File: src/design/region_table_address_decoder_unit_assert.svh
// Assertion macros for the region table address decoder unit.
// Used by the top level; the assertions expect a clock clk and a reset rst_n in scope.
`ifndef REGION_TABLE_ADDRESS_DECODER_UNIT_ASSERT_SVH
`define REGION_TABLE_ADDRESS_DECODER_UNIT_ASSERT_SVH
`ifndef ASSERT_OFF
`define RTAD_ASSERT(label, ante, cons) \
  label: assert property (@(posedge clk) disable iff (!rst_n) (ante) |-> (cons)) \
    else $error("region table assertion failed");
`define RTAD_ASSERT_NEXT(label, ante, cons) \
  label: assert property (@(posedge clk) disable iff (!rst_n) (ante) |=> (cons)) \
    else $error("region table assertion failed");
`else
`define RTAD_ASSERT(label, ante, cons)
`define RTAD_ASSERT_NEXT(label, ante, cons)
`endif
`endif

File: src/design/rtad_pkg.sv
// Package of the region table address decoder: codes, item type and
// back-end state type. No dependencies.
`timescale 1ns / 1ps

package rtad_pkg;

  localparam int REGIONS_DEF = 16;
  localparam int ADDR_W = 32;
  localparam int Q_DEPTH = 2;

  localparam logic [1:0] ACT_READ = 2'd0;
  localparam logic [1:0] ACT_WRITE = 2'd1;
  localparam logic [1:0] ACT_MAP = 2'd2;
  localparam logic [1:0] ACT_UNMAP = 2'd3;

  localparam logic [1:0] KIND_ALLOC = 2'd0;
  localparam logic [1:0] KIND_RESERVED = 2'd3;

  localparam logic [2:0] ST_OK = 3'd0;
  localparam logic [2:0] ST_NOT_MAPPED = 3'd1;
  localparam logic [2:0] ST_PERM = 3'd2;
  localparam logic [2:0] ST_OVERLAP = 3'd3;
  localparam logic [2:0] ST_FULL = 3'd4;

  // Decoded item as it travels from the front end through the queue.
  typedef struct packed {
    logic is_access;
    logic need_wr;
    logic is_map;
    logic is_unmap;
    logic [ADDR_W-1:0] addr;
    logic [ADDR_W:0] end_addr;
    logic len_nz;
    logic [1:0] perm;
    logic [1:0] kind;
  } item_t;

  typedef enum logic {
    BK_IDLE,
    BK_EVAL
  } bk_state_t;

  // Back-end activity, watched by the top-level checks.
  typedef struct packed {
    logic pop;
    logic eval;
  } bk_mon_t;

endpackage

File: src/design/rtad_ifs.sv
// Channel interfaces of the region table address decoder: request and result.
// Depends on rtad_pkg.
`timescale 1ns / 1ps

interface rtad_in_if
  import rtad_pkg::*;
();
  logic valid;
  logic ready;
  logic [1:0] action;
  logic [ADDR_W-1:0] address;
  logic [ADDR_W-1:0] region_size;
  logic [1:0] perm;
  logic [1:0] backing_kind;

  modport source (output valid, action, address, region_size, perm, backing_kind,
                  input ready);
  modport sink (input valid, action, address, region_size, perm, backing_kind,
                output ready);
endinterface

interface rtad_out_if
  import rtad_pkg::*;
();
  logic valid;
  logic ready;
  logic [2:0] status;
  logic hit;
  logic [3:0] region_index;
  logic [ADDR_W-1:0] offset;
  logic [1:0] kind_out;

  modport source (output valid, status, hit, region_index, offset, kind_out,
                  input ready);
  modport sink (input valid, status, hit, region_index, offset, kind_out,
                output ready);
endinterface

File: src/design/rtad_front.sv
// Front end: accepts request transactions, decodes the action and prepares
// the region end address. Depends on rtad_pkg and rtad_in_if.
`timescale 1ns / 1ps

module rtad_front
  import rtad_pkg::*;
(
  rtad_in_if.sink in_ch,
  input  logic    q_full,
  output logic    push,
  output item_t   item
);

  assign in_ch.ready = !q_full;
  assign push = in_ch.valid && !q_full;

  always_comb begin
    item.is_access = (in_ch.action == ACT_READ) || (in_ch.action == ACT_WRITE);
    item.need_wr   = (in_ch.action == ACT_WRITE);
    item.is_map    = (in_ch.action == ACT_MAP);
    item.is_unmap  = (in_ch.action == ACT_UNMAP);
    item.addr      = in_ch.address;
    // The end is kept in 33 bits so a region that reaches the top never wraps.
    item.end_addr  = {1'b0, in_ch.address} + {1'b0, in_ch.region_size};
    item.len_nz    = (in_ch.region_size != '0);
    item.perm      = in_ch.perm;
    item.kind      = (in_ch.backing_kind == KIND_RESERVED) ? KIND_ALLOC : in_ch.backing_kind;
  end

endmodule

File: src/design/rtad_fifo.sv
// Short queue of decoded items between the front and back ends.
// Depends on rtad_pkg.
`timescale 1ns / 1ps

module rtad_fifo
  import rtad_pkg::*;
(
  input  logic  clk,
  input  logic  rst_n,
  input  logic  push,
  input  item_t wr_item,
  input  logic  pop,
  output item_t rd_item,
  output logic  full,
  output logic  empty
);

  localparam int PTR_W = (Q_DEPTH > 1) ? $clog2(Q_DEPTH) : 1;
  localparam int CNT_W = $clog2(Q_DEPTH + 1);

  item_t            mem_r [Q_DEPTH];
  logic [PTR_W-1:0] wr_ptr_r, wr_ptr_nxt;
  logic [PTR_W-1:0] rd_ptr_r, rd_ptr_nxt;
  logic [CNT_W-1:0] count_r, count_nxt;

  assign full    = (count_r == CNT_W'(Q_DEPTH));
  assign empty   = (count_r == '0);
  assign rd_item = mem_r[rd_ptr_r];

  always_comb begin
    wr_ptr_nxt = wr_ptr_r;
    rd_ptr_nxt = rd_ptr_r;
    count_nxt  = count_r;
    if (push) begin
      wr_ptr_nxt = (wr_ptr_r == PTR_W'(Q_DEPTH - 1)) ? '0 : wr_ptr_r + 1'b1;
    end
    if (pop) begin
      rd_ptr_nxt = (rd_ptr_r == PTR_W'(Q_DEPTH - 1)) ? '0 : rd_ptr_r + 1'b1;
    end
    if (push && !pop) begin
      count_nxt = count_r + 1'b1;
    end else if (pop && !push) begin
      count_nxt = count_r - 1'b1;
    end
  end

  always_ff @(posedge clk) begin
    if (!rst_n) begin
      wr_ptr_r <= '0;
      rd_ptr_r <= '0;
      count_r  <= '0;
    end else begin
      wr_ptr_r <= wr_ptr_nxt;
      rd_ptr_r <= rd_ptr_nxt;
      count_r  <= count_nxt;
    end
  end

  always_ff @(posedge clk) begin
    if (push) begin
      mem_r[wr_ptr_r] <= wr_item;
    end
  end

endmodule

File: src/design/rtad_back.sv
// Back end: holds the region table, compares an item against every slot,
// then selects, updates the table and registers the result.
// Depends on rtad_pkg and rtad_out_if.
`timescale 1ns / 1ps

module rtad_back
  import rtad_pkg::*;
#(
  parameter int REGIONS = REGIONS_DEF
) (
  input  logic        clk,
  input  logic        rst_n,
  input  logic        q_empty,
  input  item_t       q_item,
  output bk_mon_t     mon,
  rtad_out_if.source  out_ch
);

  localparam int IDX_W = (REGIONS > 1) ? $clog2(REGIONS) : 1;

  bk_state_t state_r, state_nxt;

  // Region table. Only the valid bits are reset.
  logic [REGIONS-1:0] valid_r, valid_nxt;
  logic [ADDR_W-1:0]  base_r [REGIONS];
  logic [ADDR_W:0]    end_r  [REGIONS];
  logic               nz_r   [REGIONS];
  logic [1:0]         perm_r [REGIONS];
  logic [1:0]         kind_r [REGIONS];

  // First step: compare results held for the select step.
  item_t              item_r;
  logic [REGIONS-1:0] cov_r;
  logic               ovl_r;
  logic [REGIONS-1:0] cov_nxt;
  logic [REGIONS-1:0] ovl_vec;

  logic               out_valid_r, out_valid_nxt;
  logic [2:0]         status_r, status_nxt;
  logic               hit_r, hit_nxt;
  logic [3:0]         index_r, index_nxt;
  logic [ADDR_W-1:0]  offset_r, offset_nxt;
  logic [1:0]         kind_out_r, kind_out_nxt;

  logic               hit_any, free_any;
  logic [IDX_W-1:0]   hit_idx, free_idx;
  logic               do_map, do_unmap;

  // Next state.
  always_comb begin
    state_nxt = state_r;
    case (state_r)
      BK_IDLE: begin
        if (mon.pop) begin
          state_nxt = BK_EVAL;
        end
      end
      BK_EVAL: begin
        state_nxt = BK_IDLE;
      end
      default: begin
        state_nxt = BK_IDLE;
      end
    endcase
  end

  // Outputs of the sequencer. An item is taken only when the result register
  // will be free by the time the select step writes it.
  always_comb begin
    mon.pop  = 1'b0;
    mon.eval = 1'b0;
    case (state_r)
      BK_IDLE: begin
        mon.pop = !q_empty && (!out_valid_r || out_ch.ready);
      end
      BK_EVAL: begin
        mon.eval = 1'b1;
      end
      default: begin
        mon.pop  = 1'b0;
        mon.eval = 1'b0;
      end
    endcase
  end

  // Parallel compare of the queued item against every slot.
  always_comb begin
    for (int s = 0; s < REGIONS; s++) begin
      cov_nxt[s] = valid_r[s] && (q_item.addr >= base_r[s]) &&
                   ({1'b0, q_item.addr} < end_r[s]);
      ovl_vec[s] = valid_r[s] && nz_r[s] && ({1'b0, q_item.addr} < end_r[s]) &&
                   ({1'b0, base_r[s]} < q_item.end_addr);
    end
  end

  // Priority select: the lowest matching slot and the lowest free slot.
  always_comb begin
    hit_any  = 1'b0;
    hit_idx  = '0;
    free_any = 1'b0;
    free_idx = '0;
    for (int s = REGIONS - 1; s >= 0; s--) begin
      if (cov_r[s]) begin
        hit_any = 1'b1;
        hit_idx = IDX_W'(s);
      end
      if (!valid_r[s]) begin
        free_any = 1'b1;
        free_idx = IDX_W'(s);
      end
    end
  end

  always_comb begin
    status_nxt   = ST_NOT_MAPPED;
    hit_nxt      = 1'b0;
    index_nxt    = '0;
    offset_nxt   = '0;
    kind_out_nxt = '0;
    do_map       = 1'b0;
    do_unmap     = 1'b0;
    if (item_r.is_access) begin
      if (hit_any) begin
        hit_nxt      = 1'b1;
        index_nxt    = 4'(hit_idx);
        kind_out_nxt = kind_r[hit_idx];
        if (item_r.need_wr ? perm_r[hit_idx][1] : perm_r[hit_idx][0]) begin
          status_nxt = ST_OK;
          offset_nxt = item_r.addr - base_r[hit_idx];
        end else begin
          status_nxt = ST_PERM;
        end
      end
    end else if (item_r.is_map) begin
      if (ovl_r) begin
        status_nxt = ST_OVERLAP;
      end else if (!free_any) begin
        status_nxt = ST_FULL;
      end else begin
        do_map       = 1'b1;
        status_nxt   = ST_OK;
        hit_nxt      = 1'b1;
        index_nxt    = 4'(free_idx);
        kind_out_nxt = item_r.kind;
      end
    end else if (item_r.is_unmap) begin
      if (hit_any) begin
        do_unmap     = 1'b1;
        status_nxt   = ST_OK;
        hit_nxt      = 1'b1;
        index_nxt    = 4'(hit_idx);
        kind_out_nxt = kind_r[hit_idx];
      end
    end
  end

  always_comb begin
    valid_nxt = valid_r;
    if (mon.eval && do_map) begin
      valid_nxt[free_idx] = 1'b1;
    end
    if (mon.eval && do_unmap) begin
      valid_nxt[hit_idx] = 1'b0;
    end
  end

  always_comb begin
    out_valid_nxt = out_valid_r;
    if (out_valid_r && out_ch.ready) begin
      out_valid_nxt = 1'b0;
    end
    if (mon.eval) begin
      out_valid_nxt = 1'b1;
    end
  end

  always_ff @(posedge clk) begin
    if (!rst_n) begin
      state_r     <= BK_IDLE;
      valid_r     <= '0;
      out_valid_r <= 1'b0;
    end else begin
      state_r     <= state_nxt;
      valid_r     <= valid_nxt;
      out_valid_r <= out_valid_nxt;
    end
  end

  always_ff @(posedge clk) begin
    if (mon.pop) begin
      item_r <= q_item;
      cov_r  <= cov_nxt;
      ovl_r  <= q_item.len_nz && (|ovl_vec);
    end
    if (mon.eval) begin
      status_r   <= status_nxt;
      hit_r      <= hit_nxt;
      index_r    <= index_nxt;
      offset_r   <= offset_nxt;
      kind_out_r <= kind_out_nxt;
    end
    if (mon.eval && do_map) begin
      base_r[free_idx] <= item_r.addr;
      end_r[free_idx]  <= item_r.end_addr;
      nz_r[free_idx]   <= item_r.len_nz;
      perm_r[free_idx] <= item_r.perm;
      kind_r[free_idx] <= item_r.kind;
    end
  end

  assign out_ch.valid        = out_valid_r;
  assign out_ch.status       = status_r;
  assign out_ch.hit          = hit_r;
  assign out_ch.region_index = index_r;
  assign out_ch.offset       = offset_r;
  assign out_ch.kind_out     = kind_out_r;

endmodule

File: src/design/region_table_address_decoder_unit.sv
// Usage notes for the region table address decoder unit.
// Requests arrive on in_ch (valid/ready): a read or write access, a map of a
// new region or an unmap. Each request transaction yields exactly one result
// transaction on out_ch (valid/ready) with status, hit, region index, offset
// and backing kind. A front end decodes requests into a two-entry queue; a
// back end holding the region table takes one item at a time.
// A taken request is written to the queue; the back end pops it into its
// compare register, and the select step then writes the result register.
// The back end has two steps: a parallel compare against all slots, then
// priority select, table update and result write, which must finish before
// the next item is compared.
// Reset (synchronous, rst_n low) empties the table and the queue and drops
// any pending result; no clearing pass is needed.
// When the receiver stalls, the result holds in its register, the queue keeps
// accepting until it is full, and in_ch.ready then drops.
`timescale 1ns / 1ps
`include "region_table_address_decoder_unit_assert.svh"

module region_table_address_decoder_unit
  import rtad_pkg::*;
#(
  parameter int REGIONS = REGIONS_DEF
) (
  input  logic       clk,
  input  logic       rst_n,
  rtad_in_if.sink    in_ch,
  rtad_out_if.source out_ch
);

  item_t   front_item;
  item_t   q_item;
  logic    push;
  logic    q_full;
  logic    q_empty;
  bk_mon_t mon;

  rtad_front u_front (
    .in_ch  (in_ch),
    .q_full (q_full),
    .push   (push),
    .item   (front_item)
  );

  rtad_fifo u_fifo (
    .clk     (clk),
    .rst_n   (rst_n),
    .push    (push),
    .wr_item (front_item),
    .pop     (mon.pop),
    .rd_item (q_item),
    .full    (q_full),
    .empty   (q_empty)
  );

  rtad_back #(
    .REGIONS (REGIONS)
  ) u_back (
    .clk     (clk),
    .rst_n   (rst_n),
    .q_empty (q_empty),
    .q_item  (q_item),
    .mon     (mon),
    .out_ch  (out_ch)
  );

  // The select step always finds the result register free.
  `RTAD_ASSERT(a_eval_out_free, mon.eval, !out_ch.valid)
  // An item taken from the queue is evaluated in the following cycle.
  `RTAD_ASSERT_NEXT(a_pop_then_eval, mon.pop, mon.eval && !mon.pop)
  // Hit is set exactly for successful results and permission failures.
  `RTAD_ASSERT(a_hit_status, out_ch.valid,
               out_ch.hit == ((out_ch.status == ST_OK) || (out_ch.status == ST_PERM)))
  // Nothing is taken from an empty queue.
  `RTAD_ASSERT(a_no_pop_empty, mon.pop, !q_empty)

endmodule
File: src/flat_wrapper.sv
// flat-port wrapper written by rule: the top's interface ports become plain ports
module region_table_address_decoder_unit_flat import rtad_pkg::*;
#(
  parameter int REGIONS = REGIONS_DEF
)
  (clk, rst_n, in_ch_valid, in_ch_action, in_ch_address, in_ch_region_size, in_ch_perm, in_ch_backing_kind, in_ch_ready, out_ch_valid, out_ch_status, out_ch_hit, out_ch_region_index, out_ch_offset, out_ch_kind_out, out_ch_ready);
  rtad_in_if in_ch_i ();
  rtad_out_if out_ch_i ();
  input  logic clk;
  input  logic rst_n;
  input wire logic [$bits(in_ch_i.valid)-1:0] in_ch_valid;
  input wire logic [$bits(in_ch_i.action)-1:0] in_ch_action;
  input wire logic [$bits(in_ch_i.address)-1:0] in_ch_address;
  input wire logic [$bits(in_ch_i.region_size)-1:0] in_ch_region_size;
  input wire logic [$bits(in_ch_i.perm)-1:0] in_ch_perm;
  input wire logic [$bits(in_ch_i.backing_kind)-1:0] in_ch_backing_kind;
  output wire logic [$bits(in_ch_i.ready)-1:0] in_ch_ready;
  output wire logic [$bits(out_ch_i.valid)-1:0] out_ch_valid;
  output wire logic [$bits(out_ch_i.status)-1:0] out_ch_status;
  output wire logic [$bits(out_ch_i.hit)-1:0] out_ch_hit;
  output wire logic [$bits(out_ch_i.region_index)-1:0] out_ch_region_index;
  output wire logic [$bits(out_ch_i.offset)-1:0] out_ch_offset;
  output wire logic [$bits(out_ch_i.kind_out)-1:0] out_ch_kind_out;
  input wire logic [$bits(out_ch_i.ready)-1:0] out_ch_ready;
  assign in_ch_i.valid = in_ch_valid;
  assign in_ch_i.action = in_ch_action;
  assign in_ch_i.address = in_ch_address;
  assign in_ch_i.region_size = in_ch_region_size;
  assign in_ch_i.perm = in_ch_perm;
  assign in_ch_i.backing_kind = in_ch_backing_kind;
  assign in_ch_ready = in_ch_i.ready;
  assign out_ch_valid = out_ch_i.valid;
  assign out_ch_status = out_ch_i.status;
  assign out_ch_hit = out_ch_i.hit;
  assign out_ch_region_index = out_ch_i.region_index;
  assign out_ch_offset = out_ch_i.offset;
  assign out_ch_kind_out = out_ch_i.kind_out;
  assign out_ch_i.ready = out_ch_ready;
  region_table_address_decoder_unit #(.REGIONS(REGIONS)) u_core (.clk(clk), .rst_n(rst_n), .in_ch(in_ch_i), .out_ch(out_ch_i));
endmodule
File: config.mk
export PLATFORM = sky130hd
export DESIGN_NAME = region_table_address_decoder_unit_flat
export DESIGN_NICKNAME = d
export VERILOG_FILES = /design/src/design/rtad_pkg.sv /design/src/design/rtad_ifs.sv /design/src/design/rtad_front.sv /design/src/design/rtad_fifo.sv /design/src/design/rtad_back.sv /design/src/design/region_table_address_decoder_unit.sv /design/src/flat_wrapper.sv
export VERILOG_INCLUDE_DIRS = /design/src /design/src/design
export SDC_FILE = /design/constraint.sdc
export NUM_CORES = 2
export LEC_CHECK = 0
export ABC_AREA = 1
export BUFFER_PORTS_ARGS = -buffer_cell sky130_fd_sc_hd__buf_2
export CORE_MARGIN = 2
export CORE_UTILIZATION = 50
export CTS_CLUSTER_DIAMETER = 50
export CTS_CLUSTER_SIZE = 20
export DETAILED_ROUTE_END_ITERATION = 10
export GPL_TIMING_DRIVEN = 1
export PLACE_DENSITY_LB_ADDON = 0.25
export SLEW_MARGIN = 20
export SYNTH_ARGS = -nofsm -noshare
export SYNTH_HDL_FRONTEND = slang
export SYNTH_SLANG_ARGS = --single-unit
File: constraint.sdc
create_clock -name clk -period 6.6 [get_ports clk]
set_input_delay 1.32 -clock clk [delete_from_list [all_inputs] [get_ports clk]]
set_output_delay 1.32 -clock clk [all_outputs]
set_load 0.1 [all_outputs]
==> flow_summary.yaml <==
detailed_routing:
  drcViolationCount: 0
  viasPerCell: 6.109
  dr_total_vias: 67980
  postRouteAntennaNets: 0
  wire_per_inst_microns: 26.78
  dr.first_iter.drc_count: 7198
  first_pass_iters: 6
  wirelength_mm: 298.0
layout:
  drive_gt1_frac: 0.09058
  fillerInstances: 14630
  syn2layout_area_growth_pct: 12.06
  multi_input_area_sq_um: 39770
  final_area_sq_um: 98120
  seq_area_sq_um: 42540
  final_nets: 10310
setup_path:
  endpoint_kind: "flop"
  r2r_cells: 36
  start_kind: "flop"
  crit_path_max_incr_delay_ps: 410
  path_max_fanout: 31
  crit_type: "reg2reg"
  critPathSlowestCell: "edfxtp_1"
  cp.arrival_ps: 6340
  cp_common_cell: "nand2_1"
  worstPathRequired_ps: 7140
grt:
  antenna_found_initial: 13
  grt_usage: 0.3286
  grt_pass1_wl_mm: 430.2
  grt_max_degree: 89
  gr-total-overflow: 0
  grt_pass1_vias: 66860
synth:
  synth_nets: 9939
  ys_ff_latch: 1424
  synth_ff_type: "edfxtp_1"
  async_flop_share: 0
  synth-edff-count: 1401
  syn-cell-area_sq_um: 87560
  syn_area_per_cell_sq_um: 10.56
  synthCells: 8295
  ys_seq_area_frac: 0.4857
  synth_cell_type_count: 66
  synth_warnings: 0
timing:
  whs_ps: 450.4
  tightest_slew_ps: 1145
  timing.final.crit_share: 0.8780
  tns_ps: 0
  finalHoldViolations: 0
  max_freq_ghz: 0.1726
  period_needed_ps: 5795
  setup_viol: 0
  final_max_slew_viol_count: 0
  slew_headroom: 0.2369
  rsz0062_at_grt: "no"
  fin_skew_ps: 39.19
die:
  initial_core_util: 0.5032
  die_area_sq_um: 178500
  core_area_sq_um: 174000
  die_w_microns: 422.5
  die_h_microns: 422.5
  num_rows: 153
  io_pins: 118
min_path:
  worstHoldPathType: "reg2reg"
  whs_path_depth: 1
place:
  gp_congestion: 1.019
  io_buffers: 117
  placed_area_sq_um: 92570
  dp_hpwl_mm: 222.4
clock_tree:
  clk_pin_slew_ps: 70
  cts_root_buf: "clkbuf_16"
  ctsHoldBuffers: 0
  cts_buffer_depth: 3
  cts_made_buffers: 157
  clk_latency_ps: 840
  htree_levels: 4
  ctsResizeCount: 0
  cts_setup_buffers: 0
  cts_tree: "yes"
  clock-sinks: 1424
outcome:
  status: "completed"
power_and_ir_drop:
  powerDensity_nw_per_um2: 462.1
  max-vdd-ir-drop_uv: 322.8
  leakagePower_uw: 0.04309
job:
  cap_violations: 0
[final cells by class]
cell class              count  area share
diodes                      3  0.00007651
clock buffers             175     0.04290
clock inverters           117     0.01364
inverters                1341     0.05135
multi-input cells        5422      0.4053
flip-flops and latches   1424      0.4335
well taps                2325     0.02965
repair buffers            320     0.02354
[power breakdown]
group	total (uW)	internal [uW]	leakage, uW	switching [uW]
combinational	22700	7070	0.0275	15600
clock	9420	5170	0.00268	4260
sequential	13200	11900	0.0129	1310
[Yosys cell counts, types with 12 or more instances]
cell	number	area share
nor2_2	26	0.0019
a211oi_1	94	0.0081
o22ai_1	269	0.019
a21o_1	22	0.0019
dfxtp_1	23	0.0053
o21bai_1	15	0.0013
o221ai_1	35	0.0035
o21ai_0	376	0.021
o21ai_1	22	0.0013
o211ai_1	39	0.0033
nand3b_1	12	0.0010
a31oi_1	26	0.0019
or2_2	43	0.0031
nor2_1	354	0.015
a21oi_1	758	0.043
nand2_1	1017	0.044
nand3_1	156	0.0089
inv_1	1334	0.057
xnor2_1	15	0.0015
buf_2	38	0.0022
edfxtp_1	1401	0.48
nor4_1	42	0.0030
xor2_1	38	0.0038
o2111ai_1	14	0.0014
clkbuf_1	45	0.0019
o21a_1	43	0.0037
ha_1	1568	0.22
nand4_1	216	0.015
nor3_1	96	0.0055
o221a_2	27	0.0035
[stage by stage]
stage	std cells	total power (uW)	setup WS, ps	util
3_3_place_gp	10830	34580	924.0	0.5319
5_1_grt	11120	47890	300.6	0.5638
4_1_cts	11120	44870	884.3	0.5638
3_5_place_dp	10830	35380	947.9	0.5319
6_report	11130	45340	805.1	0.5639
2_1_floorplan	8295	26540	1141	-
[cells by family after synthesis]
kind of cell	share of synthesized area
AND/OR/NAND/NOR	0.09980
flip-flops	0.4857
XOR/XNOR	0.005301
AO/OA/AOI/OAI	0.1211
buffers and inverters	0.06356
adder cells (fa/ha/maj)	0.2245
[cell usage in the layout (no fill, tap or decap), drive strengths merged, types with 39 or more instances in the layout]
cell type / netlist / routed
ha: 1568 / 1568
inv: 1341 / 1391
o22ai: 269 / 269
a211oi: 94 / 94
clkinv: 0 / 47
nand2: 1025 / 1025
nor4: 42 / 42
nand3: 158 / 158
a21oi: 766 / 766
clkbuf: 45 / 175
o21a: 43 / 43
nor3: 96 / 96
or2: 43 / 43
o211ai: 39 / 39
nor2: 381 / 381
edfxtp: 1401 / 1401
nand4: 216 / 216
buf: 63 / 320
o21ai: 404 / 404
[metal layers]
| metal | vias up | share of wire | wire length [microns] | GRT usage |
|---|---|---|---|---|
| met5 | - | 0.000023 | 7 | 0 |
| met3 | 676 | 0.12 | 35300 | 0.09201 |
| met4 | 2 | 0.052 | 15540 | 0.1555 |
| met1 | 32950 | 0.39 | 117600 | 0.4315 |
| li1 | 30830 | - | - | - |
| met2 | 3517 | 0.43 | 129500 | 0.5021 |
[flip-flops by register name (all words and copies together), names as in the netlist, named ones only]
register,count
u_core.u_back.item_r,74
u_core.u_back.out_ch.kind_out,2
u_core.u_back.out_ch.region_index,4
u_core.u_back.cov_r,16
u_core.u_back.base_r,512
u_core.u_back.ovl_r,1
u_core.u_back.perm_r,32
u_core.u_back.out_ch.status,3
u_core.u_back.out_ch.offset,32
u_core.u_back.kind_r,32
u_core.u_fifo.mem_r,148
u_core.u_fifo.wr_ptr_r,1
u_core.u_back.valid_r,16
u_core.u_back.out_ch.valid,1
u_core.u_back.nz_r,16
u_core.u_back.end_r,528
u_core.u_back.out_ch.hit,1
u_core.u_fifo.count_r,2
u_core.u_fifo.rd_ptr_r,1
u_core.u_back.state_r,1
[final timing paths]
path | start | to | slack [ps]
min reg2reg | u_core.u_fifo.rd_ptr_r$_SDFFE_PN0P_ | flop | 450
max reg2reg | u_core.u_back.cov_r[13]$_DFFE_PP_ | u_core.u_back.out_ch.offset[30]$_SDFFCE_PN0P_ | 810
min | u_core.u_fifo.rd_ptr_r$_SDFFE_PN0P_ | flop | 450
max | u_core.u_back.cov_r[13]$_DFFE_PP_ | u_core.u_back.out_ch.offset[30]$_SDFFCE_PN0P_ | 810
[worst max-delay path: cells and delay by family, from the launching register on]
kind                       cells  cell delay (ps)
and+or+nand+nor               22             2260
buffers and inverters          3              450
DFF                            1              410
adders and majority gates      2              620
AOI/OAI and AO/OA              8             1520
xor gates and xnor gates       1              200
(Power assumes the default switching activity.)
